## config.mk

```make
export PLATFORM = sky130hd
export DESIGN_NAME = fes_scale_sat
export DESIGN_NICKNAME = d
export VERILOG_FILES = /design/src/rtl/feedback_echo_saturating_macros.svh /design/src/rtl/fes_pkg.sv /design/src/rtl/fes_scale_sat.sv
export SDC_FILE = /design/constraint.sdc
export NUM_CORES = 1
export LEC_CHECK = 0
export ABC_AREA = 1
export BUFFER_PORTS_ARGS = -buffer_cell sky130_fd_sc_hd__buf_2
export CAP_MARGIN = 5
export CORE_MARGIN = 3
export CORE_UTILIZATION = 45
export DETAILED_ROUTE_END_ITERATION = 7
export PLACE_DENSITY = 0.72
export RECOVER_POWER = 100
export SLEW_MARGIN = 20
export SYNTH_ARGS = -nofsm -noshare
export SYNTH_HDL_FRONTEND = slang
export SYNTH_SLANG_ARGS = --single-unit
```

## constraint.sdc

```tcl
create_clock -name vclk -period 16.5
set_input_delay 2.475 -clock vclk [all_inputs]
set_output_delay 2.475 -clock vclk [all_outputs]
set_load 0.05 [all_outputs]
```

## src/rtl/feedback_echo_saturating_macros.svh

```systemverilog
// ----------------------------------------------------------------------------
// Assertion macros for the echo block.
// Assertions compile unless SYNTH is defined; then the macros expand to nothing.
// ----------------------------------------------------------------------------
`ifndef FEEDBACK_ECHO_SATURATING_MACROS_SVH
`define FEEDBACK_ECHO_SATURATING_MACROS_SVH

`ifndef SYNTH
// Same-cycle implication, disabled while reset is asserted
`define FES_ASSERT_SAME(lbl, clk, rst_n, ante, cons) \
    lbl: assert property (@(posedge clk) disable iff (!(rst_n)) (ante) |-> (cons)) \
        else $error("assertion failed");
// Next-cycle implication, disabled while reset is asserted
`define FES_ASSERT_NEXT(lbl, clk, rst_n, ante, cons) \
    lbl: assert property (@(posedge clk) disable iff (!(rst_n)) (ante) |=> (cons)) \
        else $error("assertion failed");
`else
`define FES_ASSERT_SAME(lbl, clk, rst_n, ante, cons)
`define FES_ASSERT_NEXT(lbl, clk, rst_n, ante, cons)
`endif

`endif

```

## src/rtl/fes_pkg.sv

```systemverilog
// ----------------------------------------------------------------------------
// fes_pkg
// Shared types and constants for the saturating feedback echo.
// ----------------------------------------------------------------------------
package fes_pkg;

    localparam int SAMPLE_W  = 16;
    localparam int DELAY_W   = 17;
    localparam int GAIN_W    = 16;
    localparam int SEEN_W    = 17;
    localparam int CFG_IDX_W = 1;

    // Configuration register indexes
    localparam logic [CFG_IDX_W-1:0] CFG_DELAY = 1'b0;
    localparam logic [CFG_IDX_W-1:0] CFG_GAIN  = 1'b1;

    localparam logic [DELAY_W-1:0] DELAY_RESET = 17'd44100;
    localparam logic [GAIN_W-1:0]  GAIN_RESET  = 16'd16384;
    localparam logic [SEEN_W-1:0]  SEEN_MAX    = 17'h1FFFF;

    localparam logic signed [SAMPLE_W-1:0] SAMPLE_MAX = 16'sh7FFF;
    localparam logic signed [SAMPLE_W-1:0] SAMPLE_MIN = 16'sh8000;

    typedef struct packed {
        logic signed [SAMPLE_W-1:0] sample_in;
        logic                       stream_start;
    } t_in;

    typedef struct packed {
        logic signed [SAMPLE_W-1:0] sample_out;
        logic                       clipped;
    } t_out;

endpackage

```

## src/rtl/fes_scale_sat.sv

```systemverilog
// ----------------------------------------------------------------------------
// fes_scale_sat
// Scales the delayed sample by the Q1.15 gain (truncated toward zero), adds
// the input sample and saturates the sum to 16 bits with a clip flag.
// ----------------------------------------------------------------------------
module fes_scale_sat (
    input  logic signed [fes_pkg::SAMPLE_W-1:0] i_x,
    input  logic signed [fes_pkg::SAMPLE_W-1:0] i_echo,
    input  logic        [fes_pkg::GAIN_W-1:0]   i_gain,
    input  logic                                i_use_echo,
    output fes_pkg::t_out                       o_res
);
    import fes_pkg::*;

    logic                           echo_neg;
    logic [SAMPLE_W-1:0]            echo_mag;
    logic [SAMPLE_W+GAIN_W-1:0]     prod;
    logic [SAMPLE_W:0]              prod_q;
    logic signed [SAMPLE_W+1:0]     term;
    logic signed [SAMPLE_W+1:0]     sum;
    logic                           ovf;

    // Magnitude of the delayed sample; the most negative value maps to 32768
    assign echo_neg = i_echo[SAMPLE_W-1];
    assign echo_mag = echo_neg ? (~i_echo + 1'b1) : i_echo;

    // Scale and drop the fraction, then restore the sign
    assign prod   = {{GAIN_W{1'b0}}, echo_mag} * {{SAMPLE_W{1'b0}}, i_gain};
    assign prod_q = prod[SAMPLE_W+GAIN_W-1:GAIN_W-1];
    assign term   = echo_neg ? -$signed({1'b0, prod_q}) : $signed({1'b0, prod_q});

    // Add and detect overflow from the top three sum bits
    assign sum = {{2{i_x[SAMPLE_W-1]}}, i_x} + term;
    assign ovf = !((sum[SAMPLE_W+1] == sum[SAMPLE_W]) &&
                   (sum[SAMPLE_W] == sum[SAMPLE_W-1]));

    always_comb begin
        o_res.sample_out = i_x;
        o_res.clipped    = 1'b0;
        if (i_use_echo) begin
            if (!ovf) begin
                o_res.sample_out = sum[SAMPLE_W-1:0];
            end else if (sum[SAMPLE_W+1]) begin
                o_res.sample_out = SAMPLE_MIN;
                o_res.clipped    = 1'b1;
            end else begin
                o_res.sample_out = SAMPLE_MAX;
                o_res.clipped    = 1'b1;
            end
        end
    end

endmodule

```

==> impl_metrics.prom, run 1 <==
# TYPE chip_impl_metric gauge
chip_impl_metric{name="antenna_violations_before_repair",unit=""} 0
chip_impl_metric{name="gr-usage-met1",unit="%"} 30.77
chip_impl_info{name="layout_commonest_cell",value="sky130_fd_sc_hd__nand2_1"} 1
chip_impl_metric{name="starting_utilization_of_the_core_area",unit="%"} 46.67
chip_impl_metric{name="slew_headroom",unit="%"} 48.43
chip_impl_metric{name="setup_viol_count_final",unit=""} 0
chip_impl_metric{name="min_delay_path_depth",unit=""} 4
chip_impl_metric{name="synthesis.area",unit="mm^2"} 0.01076
chip_impl_metric{name="grt_use_met2",unit="%"} 40.73
chip_impl_metric{name="post_synth_inst_count",unit=""} 1551
chip_impl_metric{name="cp.required",unit="ns"} 14.03
chip_impl_info{name="grt_setup_unrepaired",value="no"} 1
chip_impl_info{name="hold_path_startpoint",value="i_x[11]"} 1
chip_impl_metric{name="final-max-slew-violation-count",unit=""} 0
chip_impl_metric{name="fin_crit_sh",unit="%"} 93.48
chip_impl_metric{name="non_filler_instances",unit=""} 1899
chip_impl_metric{name="timing.critical_path.slowest_cell_delay",unit="ns"} 0.63
chip_impl_metric{name="drive_gt1_share",unit="%"} 7.503
chip_impl_info{name="synthTopCellsByArea",value="sky130_fd_sc_hd__fa_1, sky130_fd_sc_hd__ha_1, sky130_fd_sc_hd__nand2_1, sky130_fd_sc_hd__inv_1, sky130_fd_sc_hd__nor2_1"} 1
chip_impl_info{name="status",value="finished, final reports clean"} 1
chip_impl_metric{name="die_w",unit="um"} 160.6
chip_impl_metric{name="met3_usage",unit="%"} 1.831
chip_impl_metric{name="diodes",unit=""} 0
chip_impl_metric{name="fp.coreArea",unit="mm^2"} 0.02305
chip_impl_metric{name="layout.sequential_cells",unit=""} 0
chip_impl_metric{name="dr_total_vias",unit=""} 9481
chip_impl_info{name="path_class",value="input port to output port"} 1
chip_impl_info{name="worst_setup_path_end_kind",value="output port"} 1
chip_impl_info{name="mostFrequentLayoutCells",value="sky130_fd_sc_hd__nand2_1, sky130_fd_sc_hd__inv_1, sky130_fd_sc_hd__fa_1"} 1
chip_impl_metric{name="post-dp-hpwl",unit="um"} 25230
chip_impl_metric{name="design.final.nets",unit=""} 1952
chip_impl_info{name="hold_wc_path_type",value="input port to output port"} 1
chip_impl_metric{name="synth_area_per_cell",unit="um^2"} 6.937
chip_impl_metric{name="grt_pass1_vias",unit=""} 9829
chip_impl_info{name="startpoint_type",value="input port"} 1
chip_impl_info{name="crit_path_top_delay_cell",value="sky130_fd_sc_hd__xor2_2"} 1
chip_impl_metric{name="syn_nets",unit=""} 1915
chip_impl_metric{name="die_h",unit="um"} 160.6
chip_impl_metric{name="multi_input_combinational_cell_area",unit="mm^2"} 0.009191
chip_impl_metric{name="post_cts_resize_count",unit=""} 0
chip_impl_info{name="globalRoute.busiestLayer",value="met2"} 1
chip_impl_metric{name="setup_total_negative_slack",unit="ns"} 0
chip_impl_metric{name="worst_slew_pin_slew",unit="ns"} 0.7729
chip_impl_metric{name="clkbuf_count",unit=""} 0
chip_impl_metric{name="synth_warnings",unit=""} 0
chip_impl_metric{name="fmax",unit="MHz"} 64.83
chip_impl_metric{name="cell_total_after_placement",unit=""} 1899
chip_impl_metric{name="drtAntennaViolNets",unit=""} 0
chip_impl_metric{name="fillerInstances",unit=""} 2334
chip_impl_metric{name="max_cap_violations",unit=""} 0
chip_impl_metric{name="regArea",unit="um^2"} 0
chip_impl_metric{name="worst-path-max-fanout",unit=""} 18
chip_impl_metric{name="placementRows",unit=""} 55
chip_impl_metric{name="cp.arrival",unit="ns"} 12.95
chip_impl_metric{name="global_route_wire_length_before_repair",unit="um"} 48630
chip_impl_metric{name="finalWeightedCongestion",unit=""} 0.9598
chip_impl_metric{name="hold_violation_total_from_the_final_report",unit=""} 0
chip_impl_metric{name="io_pins",unit=""} 66
chip_impl_metric{name="die_area",unit="mm^2"} 0.02580
chip_impl_metric{name="register_area_share_after_synthesis",unit="%"} 0
chip_impl_metric{name="detail_route.wirelength",unit="um"} 29060
chip_impl_info{name="synth_area_leader_cell",value="sky130_fd_sc_hd__fa_1"} 1
chip_impl_info{name="holdPathEnd",value="o_res[12]"} 1
chip_impl_metric{name="final_period_minus_worst_setup_slack",unit="ns"} 15.42
chip_impl_metric{name="post_cts.repair.setup_buffers",unit=""} 0
chip_impl_metric{name="grt_overflow_total",unit=""} 0
chip_impl_metric{name="route.detailed.drc",unit=""} 0
chip_impl_metric{name="numPortBuffers",unit=""} 66
chip_impl_metric{name="drt_first_pass_iters",unit=""} 5
chip_impl_metric{name="synth_top_area_share",unit="%"} 36.10
chip_impl_metric{name="areaGrowthSynthToFinish",unit="%"} 5.489
chip_impl_metric{name="cts.hold.buffers_added",unit=""} 0
chip_impl_info{name="crit_path_frequent_cell",value="sky130_fd_sc_hd__inv_1"} 1
chip_impl_metric{name="vias_per_cell",unit=""} 4.993
chip_impl_metric{name="grt_start_max_net_pins",unit=""} 22
chip_impl_metric{name="dr.first_iter.drc_count",unit=""} 537
chip_impl_metric{name="overall_track_demand_over_capacity_in_global_routing",unit="%"} 23.02
chip_impl_metric{name="synth_cell_types",unit=""} 39
chip_impl_metric{name="avgRoutedWirePerCell",unit="um"} 15.30
layer usage:
layer  routed length, um  share of wire [%]
met5                   0                  0
met4                 717                2.5
met3                1624                5.6
met2               14010                 48
met1               12710                 44
worst max-delay path, delay by kind of cell:
| kind | cells | cell delay (ns) |
|---|---|---|
| buffers and inverters | 13 | 1.46 |
| AO/OA/AOI/OAI | 3 | 0.46 |
| adder cells (fa/ha/maj) | 10 | 3.89 |
| XOR/XNOR | 3 | 1.01 |
| AND/OR/NAND/NOR | 24 | 3.63 |
cell families after synthesis:
logic type,after synthesis,share of synthesized area (%)
AO/OA/AOI/OAI,121,6.524
XOR/XNOR,39,3.314
AND/OR/NAND/NOR,668,25.40
buffers and inverters,408,14.59
adder cells (fa/ha/maj),315,50.17
worst max-delay path by stage:
stage | cells after the start | from | end
after floorplan | 51 | i_echo[0] | o_res[1]
after global placement | 53 | i_echo[0] | o_res[5]
after detailed placement | 53 | i_echo[0] | o_res[14]
after CTS | 53 | i_echo[0] | o_res[14]
after global routing | 53 | i_echo[0] | o_res[5]
final | 53 | i_echo[0] | o_res[14]
final cells by class:
| cell class | count | share of cell area (%) |
|---|---|---|
| well taps | 313 | 3.451 |
| inverters | 371 | 12.27 |
| multi-input cells | 1143 | 80.98 |
| repair buffers | 72 | 3.296 |
stage by stage:
| stage | cell area, um^2 | util (%) | hold WS (ns) | worst slack, ns |
|---|---|---|---|---|
| 4_1_cts | 11360 | 49.26 | 5.385 | 1.362 |
| 6_report | 11350 | 49.23 | 5.402 | 1.076 |
| 3_5_place_dp | 11360 | 49.26 | 5.381 | 1.387 |
| 2_1_floorplan | 10760 | - | 5.171 | 2.183 |
| 3_3_place_gp | 11350 | 49.23 | 5.383 | 1.225 |
| 5_1_grt | 11350 | 49.23 | 5.427 | 0.1910 |
synth_stat cells (all sizes together):
master,count
o21a,1
o21ai,34
fa,194
or2,7
and2,2
inv,365
a21boi,3
nand4,7
nor3,14
ha,121
a21o,5
o21bai,5
nand2,386
clkbuf,29
buf,8
nand3b,6
nor3b,1
nor2,199
nand3,45
o31ai,2
clkinv,6
xor2,33
a31o,1
a31oi,3
nor4,1
xnor2,6
a21oi,67
Power of run 1 is not shown: default switching activity piles up to over one toggle a cycle in this logic, so the estimate is an artifact.
==> inputs of run 2 (changes only) <==
--- a/config.mk
+++ b/config.mk
@@ -5,7 +5,6 @@
 export SDC_FILE = /design/constraint.sdc
 export NUM_CORES = 1
 export LEC_CHECK = 0
-export ABC_AREA = 1
 export BUFFER_PORTS_ARGS = -buffer_cell sky130_fd_sc_hd__buf_2
 export CAP_MARGIN = 5
 export CORE_MARGIN = 3
==> run 2 against run 1 <==
Net effect:
- flip-flop and latch count is the same
- utilization grew 1.3 points
- wire length shrank 10%
- final cell count shrank 11%
- count of clock-buffer cells in the layout is the same
- first-iteration DRC count shrank 5.2%
- critical path depth shrank 13
- critical path type unchanged
- critical endpoint is now o_res[15]
==> impl_metrics.prom, run 2 <==
# TYPE chip_impl_metric gauge
chip_impl_info{name="path_class",value="input port to output port"} 1
chip_impl_metric{name="fp.coreArea",unit="mm^2"} 0.02298
chip_impl_info{name="crit_path_top_delay_cell",value="sky130_fd_sc_hd__or4_1"} 1
chip_impl_metric{name="die_area",unit="mm^2"} 0.02561
chip_impl_metric{name="grt_start_max_net_pins",unit=""} 26
chip_impl_metric{name="synth_area_per_cell",unit="um^2"} 8.071
chip_impl_info{name="hold_wc_path_type",value="input port to output port"} 1
chip_impl_metric{name="avgRoutedWirePerCell",unit="um"} 15.49
chip_impl_metric{name="route.detailed.drc",unit=""} 0
chip_impl_metric{name="fillerInstances",unit=""} 2278
chip_impl_metric{name="syn_nets",unit=""} 1687
chip_impl_metric{name="fmax",unit="MHz"} 62.19
chip_impl_metric{name="grt_pass1_vias",unit=""} 9382
chip_impl_info{name="critPathTopFamily",value="adder cells"} 1
chip_impl_metric{name="clkbuf_count",unit=""} 0
chip_impl_info{name="status",value="finished, final reports clean"} 1
chip_impl_metric{name="design.final.nets",unit=""} 1737
chip_impl_metric{name="fin_crit_sh",unit="%"} 97.45
chip_impl_metric{name="die_w",unit="um"} 160.0
chip_impl_metric{name="grt_overflow_total",unit=""} 0
chip_impl_metric{name="min_delay_path_depth",unit=""} 4
chip_impl_metric{name="detail_route.wirelength",unit="um"} 26080
chip_impl_metric{name="post_synth_inst_count",unit=""} 1323
chip_impl_metric{name="critical_path_buf_inv_count",unit=""} 6
chip_impl_metric{name="synth_warnings",unit=""} 0
chip_impl_metric{name="regArea",unit="um^2"} 0
chip_impl_info{name="startpoint_type",value="input port"} 1
chip_impl_metric{name="place_worst_setup_slack",unit="ns"} -0.005129
chip_impl_metric{name="worst_slew_pin_slew",unit="ns"} 1.023
chip_impl_info{name="globalRoute.busiestLayer",value="met2"} 1
chip_impl_info{name="worst_setup_path_end_kind",value="output port"} 1
chip_impl_metric{name="overall_track_demand_over_capacity_in_global_routing",unit="%"} 20.64
chip_impl_metric{name="timing.critical_path.slowest_cell_delay",unit="ns"} 0.56
chip_impl_metric{name="hold_violation_total_from_the_final_report",unit=""} 0
chip_impl_metric{name="global_route_wire_length_before_repair",unit="um"} 45150
chip_impl_metric{name="final_period_minus_worst_setup_slack",unit="ns"} 16.08
chip_impl_metric{name="cp.arrival",unit="ns"} 13.60
chip_impl_metric{name="layout.sequential_cells",unit=""} 0
chip_impl_info{name="mostFrequentLayoutCells",value="sky130_fd_sc_hd__inv_1, sky130_fd_sc_hd__fa_1, sky130_fd_sc_hd__nand2_1"} 1
chip_impl_metric{name="multi_input_combinational_cell_area",unit="mm^2"} 0.009703
chip_impl_info{name="post_synth_most_frequent_cells",value="sky130_fd_sc_hd__inv_1, sky130_fd_sc_hd__fa_1, sky130_fd_sc_hd__nand2_1"} 1
chip_impl_metric{name="drtAntennaViolNets",unit=""} 0
chip_impl_metric{name="setup_viol_count_final",unit=""} 0
chip_impl_metric{name="gr-usage-met1",unit="%"} 27.97
chip_impl_metric{name="finalWeightedCongestion",unit=""} 0.9602
chip_impl_metric{name="synth_top_area_share",unit="%"} 36.37
chip_impl_metric{name="cp.required",unit="ns"} 14.03
chip_impl_metric{name="register_area_share_after_synthesis",unit="%"} 0
chip_impl_metric{name="met3_usage",unit="%"} 1.375
chip_impl_metric{name="antenna_violations_before_repair",unit=""} 0
chip_impl_metric{name="dr.first_iter.drc_count",unit=""} 509
chip_impl_metric{name="worst-path-max-fanout",unit=""} 15
chip_impl_info{name="layout_commonest_cell",value="sky130_fd_sc_hd__inv_1"} 1
chip_impl_metric{name="grt_use_met2",unit="%"} 36.76
chip_impl_metric{name="synthesis.area",unit="mm^2"} 0.01068
chip_impl_metric{name="slew_headroom",unit="%"} 31.30
chip_impl_metric{name="areaGrowthSynthToFinish",unit="%"} 8.694
chip_impl_metric{name="dr_total_vias",unit=""} 9086
chip_impl_metric{name="final-max-slew-violation-count",unit=""} 0
chip_impl_info{name="hold_path_startpoint",value="i_x[3]"} 1
chip_impl_metric{name="synth_cell_types",unit=""} 73
chip_impl_metric{name="die_h",unit="um"} 160.0
chip_impl_metric{name="numPortBuffers",unit=""} 66
chip_impl_metric{name="placementRows",unit=""} 55
chip_impl_info{name="crit_path_frequent_cell",value="sky130_fd_sc_hd__fa_1"} 1
chip_impl_metric{name="post-dp-hpwl",unit="um"} 22470
chip_impl_metric{name="drt_first_pass_iters",unit=""} 5
chip_impl_metric{name="setup_slack",unit="ns"} 0.4205
chip_impl_metric{name="drive_gt1_share",unit="%"} 11.09
chip_impl_metric{name="io_pins",unit=""} 66
chip_impl_metric{name="max_cap_violations",unit=""} 0
chip_impl_info{name="synth_most_common_cell",value="sky130_fd_sc_hd__inv_1"} 1
chip_impl_metric{name="diodes",unit=""} 0
chip_impl_info{name="synthTopCellsByArea",value="sky130_fd_sc_hd__fa_1, sky130_fd_sc_hd__ha_1, sky130_fd_sc_hd__inv_1, sky130_fd_sc_hd__and2_1, sky130_fd_sc_hd__nand2_1"} 1
chip_impl_info{name="holdPathEnd",value="o_res[4]"} 1
chip_impl_metric{name="starting_utilization_of_the_core_area",unit="%"} 46.46
chip_impl_metric{name="vias_per_cell",unit=""} 5.395
chip_impl_info{name="synth_area_leader_cell",value="sky130_fd_sc_hd__fa_1"} 1
-- run 2: layout make-up --
class | count | share of cell area (%)
repair buffers | 103 | 5.358
multi-input cells | 1031 | 83.60
well taps | 313 | 3.374
inverters | 237 | 7.665
-- run 2: cells by family (layout without fill, tap and decap cells) --
group / count (synthesis) / count (layout) / share of synthesized area [%]
XOR/XNOR: 54 / 54 / 4.429
adder cells (fa/ha/maj): 315 / 315 / 50.55
AO/OA/AOI/OAI: 197 / 197 / 12.67
AND/OR/NAND/NOR: 460 / 460 / 21.40
buffers and inverters: 292 / 340 / 10.43
multiplexers: 5 / 5 / 0.5273
-- run 2: what timing repair did --
item | in CTS | in global routing
resized for setup | 1 | 35
hold buffers | 0 | 0
pin swaps | 0 | 4
endpoints found under the hold margin | 0 | 0
setup buffers | 0 | 5
setup endpoints to repair | 15 | 16
gates cloned | 0 | 0
-- run 2: metal layers --
layer / share of wire [%] / routed length [um]
met4: 1.9 / 495
met1: 44 / 11500
met5: 0 / 0
met2: 50 / 13000
met3: 4.1 / 1082
-- run 2: per-stage QoR --
step	util (%)	std cells	hold slack [ns]	cell area (um^2)	setup TNS [ns]
2_1_floorplan	-	1323	5.171	10680	0
3_3_place_gp	49.70	1679	5.384	11420	0
3_5_place_dp	49.70	1679	5.386	11420	-0.005129
4_1_cts	49.70	1679	5.383	11420	0
5_1_grt	50.50	1684	5.395	11610	-0.6543
6_report	50.50	1684	5.374	11610	0
-- run 2: how the worst max path moves through the flow --
stage	from	to	slack, ns	depth (start not counted)
2_1_floorplan	i_echo[5]	o_res[1]	0.06	39
3_3_place_gp	i_echo[5]	o_res[15]	0.22	40
3_5_place_dp	i_echo[5]	o_res[15]	-0.005	40
4_1_cts	i_echo[5]	o_res[15]	0.06	40
5_1_grt	i_echo[5]	o_res[15]	-0.07	41
6_report	i_echo[5]	o_res[15]	0.42	40
Power of run 2 is left out for the same reason.
==> inputs of run 3 (changes only) <==
--- a/config.mk
+++ b/config.mk
@@ -5,12 +5,11 @@
 export SDC_FILE = /design/constraint.sdc
 export NUM_CORES = 1
 export LEC_CHECK = 0
-export BUFFER_PORTS_ARGS = -buffer_cell sky130_fd_sc_hd__buf_2
-export CAP_MARGIN = 5
 export CORE_MARGIN = 3
-export CORE_UTILIZATION = 45
+export CORE_UTILIZATION = 40
 export DETAILED_ROUTE_END_ITERATION = 7
-export PLACE_DENSITY = 0.72
+export DONT_BUFFER_PORTS = 1
+export PLACE_DENSITY = 0.64
 export RECOVER_POWER = 100
 export SLEW_MARGIN = 20
 export SYNTH_ARGS = -nofsm -noshare
==> run 3 against run 2 <==
Net effect:
- flip-flop and latch count stayed put
- non-clock buffer count decreased by 71
- count of clock-buffer cells in the layout did not move
- via count shrank 3.2%
- critical path depth up 1
- final cell count decreased by 2.9%
- highest routed layer unchanged
==> impl_metrics.prom, run 3 (synthesis gave the netlist of run 2 again) <==
# TYPE chip_impl_metric gauge
chip_impl_info{name="status",value="finished, final reports clean"} 1
chip_impl_metric{name="max_cap_violations",unit=""} 0
chip_impl_metric{name="dr.first_iter.drc_count",unit=""} 365
chip_impl_metric{name="layout.sequential_cells",unit=""} 0
chip_impl_info{name="path_class",value="input port to output port"} 1
chip_impl_metric{name="drtAntennaViolNets",unit=""} 0
chip_impl_metric{name="timing.critical_path.slowest_cell_delay",unit="ns"} 0.55
chip_impl_info{name="hold_wc_path_type",value="input port to output port"} 1
chip_impl_metric{name="placementRows",unit=""} 59
chip_impl_metric{name="drt_first_pass_iters",unit=""} 5
chip_impl_metric{name="cp.arrival",unit="ns"} 13.61
chip_impl_metric{name="worst-path-max-fanout",unit=""} 15
chip_impl_info{name="startpoint_type",value="input port"} 1
chip_impl_metric{name="grt_start_max_net_pins",unit=""} 43
chip_impl_metric{name="vias_per_cell",unit=""} 5.377
chip_impl_metric{name="final-max-slew-violation-count",unit=""} 0
chip_impl_metric{name="route.detailed.drc",unit=""} 0
chip_impl_metric{name="starting_utilization_of_the_core_area",unit="%"} 40.86
chip_impl_metric{name="die_h",unit="um"} 169.4
chip_impl_metric{name="placed_area",unit="mm^2"} 0.01129
chip_impl_metric{name="grt_pass1_vias",unit=""} 9077
chip_impl_metric{name="fin_crit_sh",unit="%"} 97.49
chip_impl_metric{name="fmax",unit="MHz"} 62.17
chip_impl_info{name="crit_path_frequent_cell",value="sky130_fd_sc_hd__fa_1"} 1
chip_impl_metric{name="cp.required",unit="ns"} 14.03
chip_impl_metric{name="dr_total_vias",unit=""} 8791
chip_impl_info{name="layout_commonest_cell",value="sky130_fd_sc_hd__inv_1"} 1
chip_impl_metric{name="die_w",unit="um"} 169.4
chip_impl_metric{name="fillerInstances",unit=""} 2715
chip_impl_metric{name="layout.core_utilization",unit="%"} 43.58
chip_impl_info{name="critPathLaunch",value="i_echo[5]"} 1
chip_impl_metric{name="overall_track_demand_over_capacity_in_global_routing",unit="%"} 18.57
chip_impl_metric{name="avgRoutedWirePerCell",unit="um"} 15.95
chip_impl_info{name="worst_setup_path_end_kind",value="output port"} 1
chip_impl_metric{name="worst_slew_pin_slew",unit="ns"} 1.022
chip_impl_metric{name="fp.coreArea",unit="mm^2"} 0.02613
chip_impl_metric{name="detail_route.wirelength",unit="um"} 26090
chip_impl_metric{name="multi_input_combinational_cell_area",unit="mm^2"} 0.009703
chip_impl_metric{name="slew_headroom",unit="%"} 31.52
chip_impl_metric{name="global_route_wire_length_before_repair",unit="um"} 44950
chip_impl_metric{name="io_pins",unit=""} 66
chip_impl_metric{name="antenna_violations_before_repair",unit=""} 0
chip_impl_metric{name="regArea",unit="um^2"} 0
chip_impl_info{name="crit_path_top_delay_cell",value="sky130_fd_sc_hd__or4_1"} 1
chip_impl_metric{name="grt_overflow_total",unit=""} 0
chip_impl_metric{name="drive_gt1_share",unit="%"} 6.231
chip_impl_metric{name="post_cts.repair.setup_buffers",unit=""} 0
chip_impl_metric{name="fin_area",unit="mm^2"} 0.01139
chip_impl_metric{name="design.final.nets",unit=""} 1666
chip_impl_metric{name="post-dp-hpwl",unit="um"} 22000
chip_impl_info{name="mostFrequentLayoutCells",value="sky130_fd_sc_hd__inv_1, sky130_fd_sc_hd__fa_1, sky130_fd_sc_hd__nand2_1"} 1
chip_impl_metric{name="clkbuf_count",unit=""} 0
chip_impl_metric{name="hold_violation_total_from_the_final_report",unit=""} 0
chip_impl_metric{name="final_period_minus_worst_setup_slack",unit="ns"} 16.09
chip_impl_metric{name="finalWeightedCongestion",unit=""} 0.8886
chip_impl_metric{name="numPortBuffers",unit=""} 0
chip_impl_metric{name="setup_viol_count_final",unit=""} 0
chip_impl_metric{name="cts.hold.buffers_added",unit=""} 0
chip_impl_metric{name="areaGrowthSynthToFinish",unit="%"} 6.668
chip_impl_metric{name="die_area",unit="mm^2"} 0.02869
chip_impl_metric{name="diodes",unit=""} 0
chip_impl_info{name="hold_path_startpoint",value="i_use_echo"} 1
## run 3: cell count changes in the layout (fill, tap and decap cells not counted), moves of 2 or more
cell and change:
sky130_fd_sc_hd__buf_12 +11, sky130_fd_sc_hd__clkbuf_4 -2, sky130_fd_sc_hd__buf_4 -17, sky130_fd_sc_hd__o31ai_4 -2, sky130_fd_sc_hd__buf_2 -62, sky130_fd_sc_hd__o21ai_2 -2, sky130_fd_sc_hd__o31ai_2 +2, sky130_fd_sc_hd__xnor2_1 -3
sky130_fd_sc_hd__xnor2_2 +3
## run 3: per-layer routing
layer | GRT usage [%] | wire (um) | vias up
li1 | - | - | 4170
met1 | 26.15 | 12040 | 4400
met2 | 32.94 | 12860 | 200
met3 | 0.9783 | 976 | 21
met4 | 1.743 | 216 | 0
met5 | 0 | 0 | -
## run 3: layout make-up
cell class	instances	share of cell area [%]
inverter	237	7.811
multi-input combinational	1031	85.19
tap	335	3.680
timing repair buffer	32	3.318
## run 3: final timing paths
path	to	depth (start not counted)
max	o_res[2]	41
min	o_res[16]	2
## run 3: repair_timing
action,in CTS,in global routing
pin swaps,0,1
setup endpoints to repair,1,16
gates resized for setup,1,20
## run 3: through the flow
step | TNS [ns] | hold slack [ns] | setup slack (ns) | instances
floorplan | 0 | 5.171 | 0.06015 | 1323
global placement | 0 | 5.183 | 0.2421 | 1635
detailed placement | 0 | 5.182 | 0.08966 | 1635
CTS | 0 | 5.184 | 0.08416 | 1635
global route | -0.3284 | 5.196 | -0.03957 | 1635
finish | 0 | 5.181 | 0.4147 | 1635
## run 3: worst max-delay path, delay by kind of cell
family	cells	cell delay, ns
AOI/OAI and AO/OA	10	2.51
xor gates and xnor gates	4	0.61
adders and majority gates	8	3.77
buffers and inverters	7	0.74
muxes	1	0.19
and+or+nand+nor	11	3.33
Power of run 3 is left out for the same reason.
